--- src/rtl/tkwpl_pkg.sv ---
// Shared types and constants of the weighted top-k process list.
// Used by the top level; depends on nothing.
package tkwpl_pkg;

	typedef struct packed {
		logic [15:0] mem;
		logic [15:0] cpu;
		logic [31:0] owner;
		logic [21:0] pid;
	} rec_t;

	localparam int SCORE_W = 18;
	localparam logic [15:0] MIN_MEM_RESET = 16'd500;

	typedef logic [SCORE_W-1:0] score_t;

	// Score is three times the cpu share plus half the memory share, rounded down.
	function automatic score_t score_of(input logic [15:0] cpu, input logic [15:0] mem);
		score_t c;
		c = {2'b00, cpu};
		return (c << 1) + c + {3'b000, mem[15:1]};
	endfunction

endpackage

--- src/rtl/tkwpl_ram.sv ---
// Generic simple dual-port RAM with one write port and one registered read port.
// Standalone; used by the top level to hold the ranked list.
module tkwpl_ram #(
	parameter int WIDTH = 86,
	parameter int DEPTH = 16
) (
	input  logic                     clk,
	input  logic                     wr_en,
	input  logic [$clog2(DEPTH)-1:0] wr_addr,
	input  logic [WIDTH-1:0]         wr_data,
	input  logic                     rd_en,
	input  logic [$clog2(DEPTH)-1:0] rd_addr,
	output logic [WIDTH-1:0]         rd_data
);

	logic [WIDTH-1:0] mem_q [DEPTH];

	always_ff @(posedge clk) begin
		if (wr_en) begin
			mem_q[wr_addr] <= wr_data;
		end
		if (rd_en) begin
			rd_data <= mem_q[rd_addr];
		end
	end

endmodule

--- src/rtl/top_k_weighted_process_list.sv ---
// Top level of the weighted top-k process list.
// Depends on tkwpl_pkg and instantiates tkwpl_ram for the ranked entries.
//
// Usage:
// Process records arrive on the s_ stream, one per transfer; s_tlast marks the
// last record of a round. The memory floor is written over the cfg_ channel and
// resets to 500. A record is ranked by walking the stored list one entry per
// cycle through the RAM, shifting the entries below the insertion point down by
// one as it goes. At the end of a round the list is sent on the m_ stream in
// rank order, each entry being read from the RAM and then loaded into an
// output register, with m_tlast on the final entry; the list is then empty.
// That register holds each result, so a stalled receiver only pauses the
// readout, and the next record is taken as soon as the last entry has been
// loaded into that register.
// Reset empties the list and restores the floor; the RAM needs no clearing.
module top_k_weighted_process_list #(
	parameter int LIST_SIZE = 16
) (
	input  logic        clk,
	input  logic        arst_n,
	input  logic        cfg_valid,
	output logic        cfg_ready,
	input  logic [15:0] cfg_data,   // min_mem_share
	input  logic        s_tvalid,
	output logic        s_tready,
	input  logic [87:0] s_tdata,    // process_id, owner_id, cpu_share, mem_share, zero pad
	input  logic        s_tlast,
	output logic        m_tvalid,
	input  logic        m_tready,
	output logic [95:0] m_tdata,    // out_process_id, out_owner_id, out_cpu_share,
	                                // out_mem_share, rank, zero pad
	output logic        m_tlast
);

	localparam int IDX_W = $clog2(LIST_SIZE);
	localparam int CNT_W = $clog2(LIST_SIZE + 1);
	localparam logic [CNT_W-1:0] CNT_FULL = CNT_W'(LIST_SIZE);
	localparam logic [CNT_W-1:0] CNT_APPEND = CNT_W'(LIST_SIZE - 2);

	typedef enum logic [4:0] {
		ST_IDLE    = 5'b00001,
		ST_WALK    = 5'b00010,
		ST_TAIL    = 5'b00100,
		ST_EMIT_RD = 5'b01000,
		ST_EMIT_LD = 5'b10000
	} state_t;

	state_t               state_q;
	logic [IDX_W-1:0]     idx_q;
	logic [CNT_W-1:0]     cnt_q;
	logic                 shift_q;
	logic                 tail_en_q;
	logic                 last_q;
	logic [15:0]          min_mem_q;
	tkwpl_pkg::rec_t      new_q;
	tkwpl_pkg::rec_t      carry_q;
	tkwpl_pkg::score_t    new_score_q;
	tkwpl_pkg::rec_t      out_q;
	logic [3:0]           out_rank_q;
	logic                 out_last_q;
	logic                 out_valid_q;

	tkwpl_pkg::rec_t      s_rec;
	logic                 accept;
	logic                 skip;
	logic                 beat;
	logic                 at_end;
	logic                 out_free;

	logic                 ram_wr_en;
	logic [IDX_W-1:0]     ram_wr_addr;
	tkwpl_pkg::rec_t      ram_wr_data;
	logic                 ram_rd_en;
	logic [IDX_W-1:0]     ram_rd_addr;
	tkwpl_pkg::rec_t      ram_rd_data;

	assign s_rec = tkwpl_pkg::rec_t'(s_tdata[85:0]);
	assign s_tready = (state_q == ST_IDLE);
	assign accept = s_tvalid && s_tready;
	assign cfg_ready = 1'b1;
	assign skip = (s_rec.pid == '0) || ((s_rec.cpu == '0) && (s_rec.mem <= min_mem_q));
	assign beat = tkwpl_pkg::score_of(ram_rd_data.cpu, ram_rd_data.mem) < new_score_q;
	assign at_end = (CNT_W'(idx_q) + 1'b1) == cnt_q;
	assign out_free = !out_valid_q || m_tready;

	assign m_tvalid = out_valid_q;
	assign m_tdata = {6'b000000, out_rank_q, out_q};
	assign m_tlast = out_last_q;

	always_comb begin
		ram_rd_en = 1'b0;
		ram_rd_addr = idx_q;
		ram_wr_en = 1'b0;
		ram_wr_addr = idx_q;
		ram_wr_data = carry_q;
		case (state_q)
			ST_IDLE: begin
				if (accept && !skip && cnt_q != '0) begin
					ram_rd_en = 1'b1;
					ram_rd_addr = '0;
				end
			end
			ST_WALK: begin
				if (shift_q) begin
					ram_wr_en = 1'b1;
				end else if (beat) begin
					ram_wr_en = 1'b1;
					ram_wr_data = new_q;
				end
				if (!at_end) begin
					ram_rd_en = 1'b1;
					ram_rd_addr = idx_q + 1'b1;
				end
			end
			ST_TAIL: begin
				ram_wr_en = tail_en_q;
				ram_wr_addr = IDX_W'(cnt_q);
			end
			ST_EMIT_RD: begin
				ram_rd_en = 1'b1;
			end
			default: begin
			end
		endcase
	end

	tkwpl_ram #(
		.WIDTH($bits(tkwpl_pkg::rec_t)),
		.DEPTH(LIST_SIZE)
	) u_list_ram (
		.clk    (clk),
		.wr_en  (ram_wr_en),
		.wr_addr(ram_wr_addr),
		.wr_data(ram_wr_data),
		.rd_en  (ram_rd_en),
		.rd_addr(ram_rd_addr),
		.rd_data(ram_rd_data)
	);

	always_ff @(posedge clk or negedge arst_n) begin
		if (!arst_n) begin
			state_q <= ST_IDLE;
			idx_q <= '0;
			cnt_q <= '0;
			shift_q <= 1'b0;
			tail_en_q <= 1'b0;
			last_q <= 1'b0;
			min_mem_q <= tkwpl_pkg::MIN_MEM_RESET;
			out_valid_q <= 1'b0;
		end else begin
			if (cfg_valid && cfg_ready) begin
				min_mem_q <= cfg_data;
			end
			if (state_q == ST_EMIT_LD && out_free) begin
				out_valid_q <= 1'b1;
			end else if (out_valid_q && m_tready) begin
				out_valid_q <= 1'b0;
			end
			case (state_q)
				ST_IDLE: begin
					if (accept) begin
						idx_q <= '0;
						shift_q <= 1'b0;
						last_q <= s_tlast;
						if (skip) begin
							if (s_tlast && cnt_q != '0) begin
								state_q <= ST_EMIT_RD;
							end
						end else if (cnt_q == '0) begin
							tail_en_q <= 1'b1;
							state_q <= ST_TAIL;
						end else begin
							state_q <= ST_WALK;
						end
					end
				end
				ST_WALK: begin
					if (shift_q || beat) begin
						shift_q <= 1'b1;
					end
					if (!at_end) begin
						idx_q <= idx_q + 1'b1;
					end else begin
						state_q <= ST_TAIL;
						if (shift_q || beat) begin
							tail_en_q <= cnt_q < CNT_FULL;
						end else begin
							tail_en_q <= cnt_q < CNT_APPEND;
						end
					end
				end
				ST_TAIL: begin
					if (tail_en_q) begin
						cnt_q <= cnt_q + 1'b1;
					end
					idx_q <= '0;
					state_q <= last_q ? ST_EMIT_RD : ST_IDLE;
				end
				ST_EMIT_RD: begin
					state_q <= ST_EMIT_LD;
				end
				ST_EMIT_LD: begin
					if (out_free) begin
						if (at_end) begin
							cnt_q <= '0;
							idx_q <= '0;
							state_q <= ST_IDLE;
						end else begin
							idx_q <= idx_q + 1'b1;
							state_q <= ST_EMIT_RD;
						end
					end
				end
				default: begin
					state_q <= ST_IDLE;
				end
			endcase
		end
	end

	always_ff @(posedge clk) begin
		if (accept) begin
			new_q <= s_rec;
			carry_q <= s_rec;
			new_score_q <= tkwpl_pkg::score_of(s_rec.cpu, s_rec.mem);
		end else if (state_q == ST_WALK && (shift_q || beat)) begin
			carry_q <= ram_rd_data;
		end
		if (state_q == ST_EMIT_LD && out_free) begin
			out_q <= ram_rd_data;
			out_rank_q <= 4'(idx_q);
			out_last_q <= at_end;
		end
	end

`ifndef SYNTH
	a_count_bound: assert property (@(posedge clk) disable iff (!arst_n)
		cnt_q <= CNT_FULL)
		else $error("list count exceeds the list size");

	a_no_rw_clash: assert property (@(posedge clk) disable iff (!arst_n)
		!(ram_wr_en && ram_rd_en && ram_wr_addr == ram_rd_addr))
		else $error("RAM read and write hit the same entry");

	a_walk_in_list: assert property (@(posedge clk) disable iff (!arst_n)
		(state_q == ST_WALK || state_q == ST_EMIT_RD || state_q == ST_EMIT_LD)
		|-> (CNT_W'(idx_q) < cnt_q))
		else $error("walk index beyond stored entries");

	a_last_clears: assert property (@(posedge clk) disable iff (!arst_n)
		(state_q == ST_EMIT_LD && out_free && at_end) |=> (cnt_q == '0 && m_tlast))
		else $error("list not cleared after its final entry");
`endif

endmodule
--- config.mk ---
export PLATFORM = sky130hd
export DESIGN_NAME = top_k_weighted_process_list
export DESIGN_NICKNAME = d
export VERILOG_FILES = /design/src/rtl/tkwpl_pkg.sv /design/src/rtl/tkwpl_ram.sv /design/src/rtl/top_k_weighted_process_list.sv
export SDC_FILE = /design/constraint.sdc
export NUM_CORES = 2
export LEC_CHECK = 0
export ABC_AREA = 1
export BUFFER_PORTS_ARGS = -buffer_cell sky130_fd_sc_hd__buf_2
export CAP_MARGIN = 5
export CORE_ASPECT_RATIO = 0.6
export CORE_MARGIN = 4
export CORE_UTILIZATION = 39
export DETAILED_ROUTE_END_ITERATION = 6
export PLACE_DENSITY = 0.64
export SLEW_MARGIN = 20
export SYNTH_ARGS = -nofsm -noshare
export SYNTH_HDL_FRONTEND = slang
export SYNTH_SLANG_ARGS = --single-unit
export TNS_END_PERCENT = 100
--- constraint.sdc ---
create_clock -name clk -period 8.2 [get_ports clk]
set_clock_uncertainty 0.15 [all_clocks]
set_input_delay 0.41 -clock clk [delete_from_list [all_inputs] [get_ports clk]]
set_output_delay 0.41 -clock clk [all_outputs]
set_load 0.005 [all_outputs]
### Word level (Yosys, flattened, before mapping)

Memory sizes are Yosys's and may differ from the RTL's. A register that Yosys moved wholly into a read port is not among the register bits.
Cells that the tools add are included.

* register bits: 315
* latch bits: 0
* memory bits (writable): 1376
* bits in read-only memories: 0
* input bits: 110
* output and inout bits: 100
* logic and storage cells: 123
* memories: 1

Memories
* u_list_ram.mem_q: depth 16, bits a word 86, read ports 1, clocked after memory_dff 1, write ports 1, RTL line tkwpl_ram.sv:16 `logic [WIDTH-1:0] mem_q [DEPTH];`

* $add $sub $neg: 7
* multipliers: 0
* divide/modulo/power cells: 0
* magnitude comparators: 4
* equality and inequality tests: 15
* shift operators: 0
* muxes and demuxes: 45
* bitwise gates (word level): 0
* reduce and logical (&&, ||, !) cells: 28

Operator list (number)
* $mux 86: 5
* $mux 5: 8
* $add 17x16->18: 2
* $add 18x15->18: 2
* $mux 4: 8
* $pmux 5 s5: 1
* $logic_not 22->1: 1
* $lt 18x18->1: 1
* $le 16x16->1: 1
* $logic_not 16->1: 1
* $pmux 4 s4: 1
* $mux 1: 15
* $ne 2x2->1 const B: 6
* $pmux 5 s2: 1
* $logic_and 1x1->1: 8
* $pmux 4 s2: 1
* $reduce_and 4->1: 2
* $reduce_bool 2->1: 4
* $pmux 1 s2: 3
* $reduce_and 3->1: 2
* $add 4x1->5 const B: 1
* $add 5x1->5 const B: 1
* $eq 5x1->1 const B: 1
* $eq 5x2->1 const B: 1
* 18 further kinds: 22

### Depth between registers and ports, before layout

* depth in word-level cells: 8
* gate-level depth with buffers: 26
* mapped depth without buffers: 26

### Modules after synthesis

From an unflattened synthesis, not the netlist that was laid out.

* cell total of the unflattened synthesis: 7165
* area total of the unflattened synthesis: 77013.9 um2

By module, submodules not included
* tkwpl_ram: instances 1, cells each 5648, area an instance 61318.8 um2, sequential area each 43902.1 um2
* top_k_weighted_process_list: instances 1, cells each 1517, area an instance 15695.1 um2, sequential area each 9297.7 um2

### Least setup slack after synthesis

No wires, ideal clock.

* path type: reg-to-reg
* start: reg u_list_ram.rd_data[54] (read register of u_list_ram.mem_q)
* end: mem u_list_ram.mem_q[10][0] (enable)
* library setup time: 532 ps
* arrival: 7661 ps
* data required time: 7518 ps
* slack: -142 ps
* cell stages (with the launch flop): 27
* buffers on the path: 0
* clock period less this slack: 8342 ps
* path through: edfxtp_1 fa_1 ha_1 inv_1 fa_1 inv_1 a31oi_1 o21ai_0 nand2_1 nand2_1 a21oi_1 o21ai_0 nand3_1 nand2_1 a21oi_1 o21bai_1 ha_1 a21oi_1 o21ai_0 a21oi_1 a21boi_0 nand2_1 nand2_1 nand2_1 nand2_1 nand3_1 nor2_1

* longest elaborated chain between the ends: 8

Ends and longest elaborated chain
* start, declared: RTL line tkwpl_ram.sv:13 `output logic [WIDTH-1:0] rd_data`
* $add 17x16->18: RTL line tkwpl_pkg.sv:21 `return (c << 1) + c + {3'b000, mem[15:1]};`
* $add 18x15->18: RTL line tkwpl_pkg.sv:21
* $lt 18x18->1: RTL line top_k_weighted_process_list.sv:82 `assign beat = tkwpl_pkg::score_of(ram_rd_data.cpu, ram_rd_data.mem) < new_score_q;`
* $mux 1: RTL line top_k_weighted_process_list.sv:106 `end else if (beat) begin`
* $mux 1: RTL line top_k_weighted_process_list.sv:104 `if (shift_q) begin`
* $pmux 1 s2: RTL line top_k_weighted_process_list.sv:96 `case (state_q)`
* $mux 1: RTL line tkwpl_ram.sv:19 `if (wr_en) begin`
* $mux 1 (implied by the code): RTL line tkwpl_ram.sv:20 `mem_q[wr_addr] <= wr_data;`
* end, declared: RTL line tkwpl_ram.sv:16

Every way passes these cells.

### Worst setup path after layout

* start: reg u_list_ram.rd_data[55] (read register of u_list_ram.mem_q)
* end: mem u_list_ram.mem_q[14][33] (enable)

The elaborated chain is that of the path after synthesis.

==> summary.txt <==
post-synthesis sequential area ratio -> 0.684
Post-synth top cells -> edfxtp_1 (1,743), nand3_1 (1,578), nand2_1 (1,439)
GRT Overall Usage -> 0.195
ranking of synthesized cells by area -> edfxtp_1 (67%), nand3_1 (10%), nand2_1 (6.9%), inv_1 (4.8%), nand3b_1 (1.7%)
max-cap viol count -> 0
R2R Path Start -> u_list_ram.rd_data[55]$_DFFE_PP_
Iteration-0 DRC Markers -> 5,275
initial antenna violation count -> 6
RSZ-0062 raised after global routing -> false
Required @ worst endpoint -> 8.53 ns
clk sinks -> 1,777
post-cts sizing count -> 0
Mapped Area -> 77,700 sq um
Detailed Routing Iterations Pass 1 -> 6
drt wl/cell -> 20.9 um
largest net degree at the start of global routing -> 240
largest area contributor in the netlist -> edfxtp_1
final WL -> 206,000 um
DIE AREA -> 207,000 sq um
worst rel slew slack -> 0.250
# setup viols final -> 0
worst r2r path cells -> 27
Max Slew Vio Count -> 0
Initial Utilization -> 0.394
vias in the first global route -> 49,230
fmax -> 0.140 GHz
status -> finished, final reports clean
Final nets -> 7,301
Main synth FF type -> edfxtp_1
H-tree Lvls -> 4
HPWL after DPL -> 113,000 um
vias -> 51,224
fin crit share -> 0.870
PortBufs -> 200
Die H -> 354 um
Mapped Avg Cell Area -> 11.4 sq um
Num CTS Buffers -> 169
post-synth cell types -> 46
GPL Wtd Cong -> 0.843
worst min path class -> input port to asynchronous set/reset pin
worst-path maximum fanout -> 18
Mapped Cells -> 6,836
CP startpoint -> u_list_ram.rd_data[55]$_DFFE_PP_
fin crit period -> 7.13 ns
CTS clk-pin slew, worst paths -> 0.06 ns
antenna viol nets, final -> 0
clock buffer depth -> 3
Worst Tran Pin Value -> 1.12 ns
Final Hold Fails -> 0
CP Capture Type -> flip-flop
TritonCTS clock tree -> built
WHS -> 0.0854 ns
Critical-path top delay cell -> nor2_4
area share of the largest cell type after synthesis -> 0.673
launching element type of the critical path -> flip-flop
fraction of registers with async set/reset -> 0.0191
most frequent cell after synthesis -> edfxtp_1
Arrival @ worst endpoint -> 7.46 ns
Ys Warns -> 0
share of layout cells above drive strength 1 -> 0.0951
area grow syn2layout -> 14.0%
Core ar. -> 197,000 sq um
#FFs+latches synth -> 1,777
Ports -> 210
remaining global-route overflow -> 0
Setup Crit Path Kind -> flip-flop to flip-flop
DRC -> 0
Post-synth EDFFs -> 1,743
first-pass GRT wire length -> 310,000 um
Clock Tree Root -> clkbuf_16
fill count -> 17,702
row count -> 126
Die X -> 584 um
clk_lat worst skew -> 0.82 ns
via-per-instance ratio -> 5.20
most used cell, CP -> nand2_1
slowest stage delay, CP -> 0.90 ns
-- final timing paths --
kind | end | slack (ns)
hold / removal | min_mem_q[14]$_DFFE_PN0P_ | 0.09
hold reg to reg | m_tdata[22]$_DFFE_PP_ | 0.27
setup / recovery | u_list_ram.mem_q[14][33]$_DFFE_PP_ | 1.07
setup reg to reg | u_list_ram.mem_q[14][33]$_DFFE_PP_ | 1.07
min in group clk | new_q[11]$_DFFE_PP_ | 0.17
max in group asynchronous | idx_q[3]$_DFFE_PN0P_ | 7.24
-- per-stage QoR --
stage / instance area (sq um) / setup slack, ns / instances / TNS [ns] / util
3_3_place_gp: 82000 / 0.983 / 9394 / 0 / 0.416
4_1_cts: 88600 / 1.15 / 9839 / 0 / 0.449
3_5_place_dp: 82000 / 1.20 / 9394 / 0 / 0.416
6_report: 88600 / 1.07 / 9842 / 0 / 0.449
2_1_floorplan: 77700 / -0.142 / 6841 / -191.98 / -
5_1_grt: 88600 / 0.708 / 9840 / 0 / 0.449
-- logic make-up (layout without fill, tap and decap cells) --
family / count (synthesis) / after routing / share of synthesized area
buffers and inverters: 1405 / 1780 / 0.0745
other: 2 / 9 / 0.0000966
flip-flops: 1777 / 1777 / 0.684
AND/OR/NAND/NOR: 3284 / 3284 / 0.194
multiplexers: 87 / 87 / 0.0126
XOR/XNOR: 31 / 31 / 0.00349
adder cells (fa/ha/maj): 111 / 111 / 0.0208
AO/OA/AOI/OAI: 139 / 139 / 0.00988
-- per-layer routing --
layer,up-vias,share of wire,GRT usage
met5,-,0.00012,0
met4,4,0.023,0.0577
met3,307,0.076,0.0321
met2,2018,0.46,0.303
met1,25167,0.45,0.283
li1,23728,-,-
-- what timing repair did --
item	CTS	global route
endpoints found under the hold margin	235	0
buffers inserted	0	0
hold buffers	138	0
-- area by class of cell --
type | instances | area [sq um] | area share
diodes | 2 | 5.00 | 0.0000565
clock buffers | 219 | 4460 | 0.0503
clock inverters | 88 | 693 | 0.00782
inverters | 1006 | 3790 | 0.0427
multi-input cells | 3659 | 19000 | 0.214
flip-flops and latches | 1777 | 53200 | 0.601
well taps | 2624 | 3280 | 0.0371
repair buffers | 467 | 4170 | 0.0471
-- flip-flops by register name, summed over array words and instances (netlist names) --
register / count
cnt_q: 5
tail_en_q: 1
m_tdata: 86
m_tvalid: 1
out_rank_q: 4
shift_q: 1
carry_q: 86
new_q: 86
last_q: 1
u_list_ram.rd_data: 86
state_q: 5
min_mem_q: 16
u_list_ram.mem_q: 1376
new_score_q: 18
idx_q: 4
m_tlast: 1
-- layout by cell type, fill, tap and decap left out, drive strengths merged, types with 8 or more instances in the layout --
master       Yosys  layout
nor2            54      54
nor3            15      15
ha              81      81
nand3         1578    1578
a21oi           45      45
edfxtp        1743    1743
clkbuf          87     219
nand4           15      15
dlygate4sd3      0     138
o21ai           69      69
nand2         1443    1443
mux2            87      87
inv           1005    1011
dfrtp           27      27
buf            312     329
nand3b         173     173
clkinv           1      74
xor2            23      23
xnor2            8       8
fa              30      30
-- critical path: cells and delay by family (launching register included) --
family          cells  cell delay [ns]
flops               1             0.49
simple gates       10             2.32
compound gates     10             1.93
fa+ha+maj           4             1.46
buf+inv             3             0.42
Power is left out: the tool's default activity adds up to more than one toggle a clock period on the data nets, which glitch-free logic cannot reach.
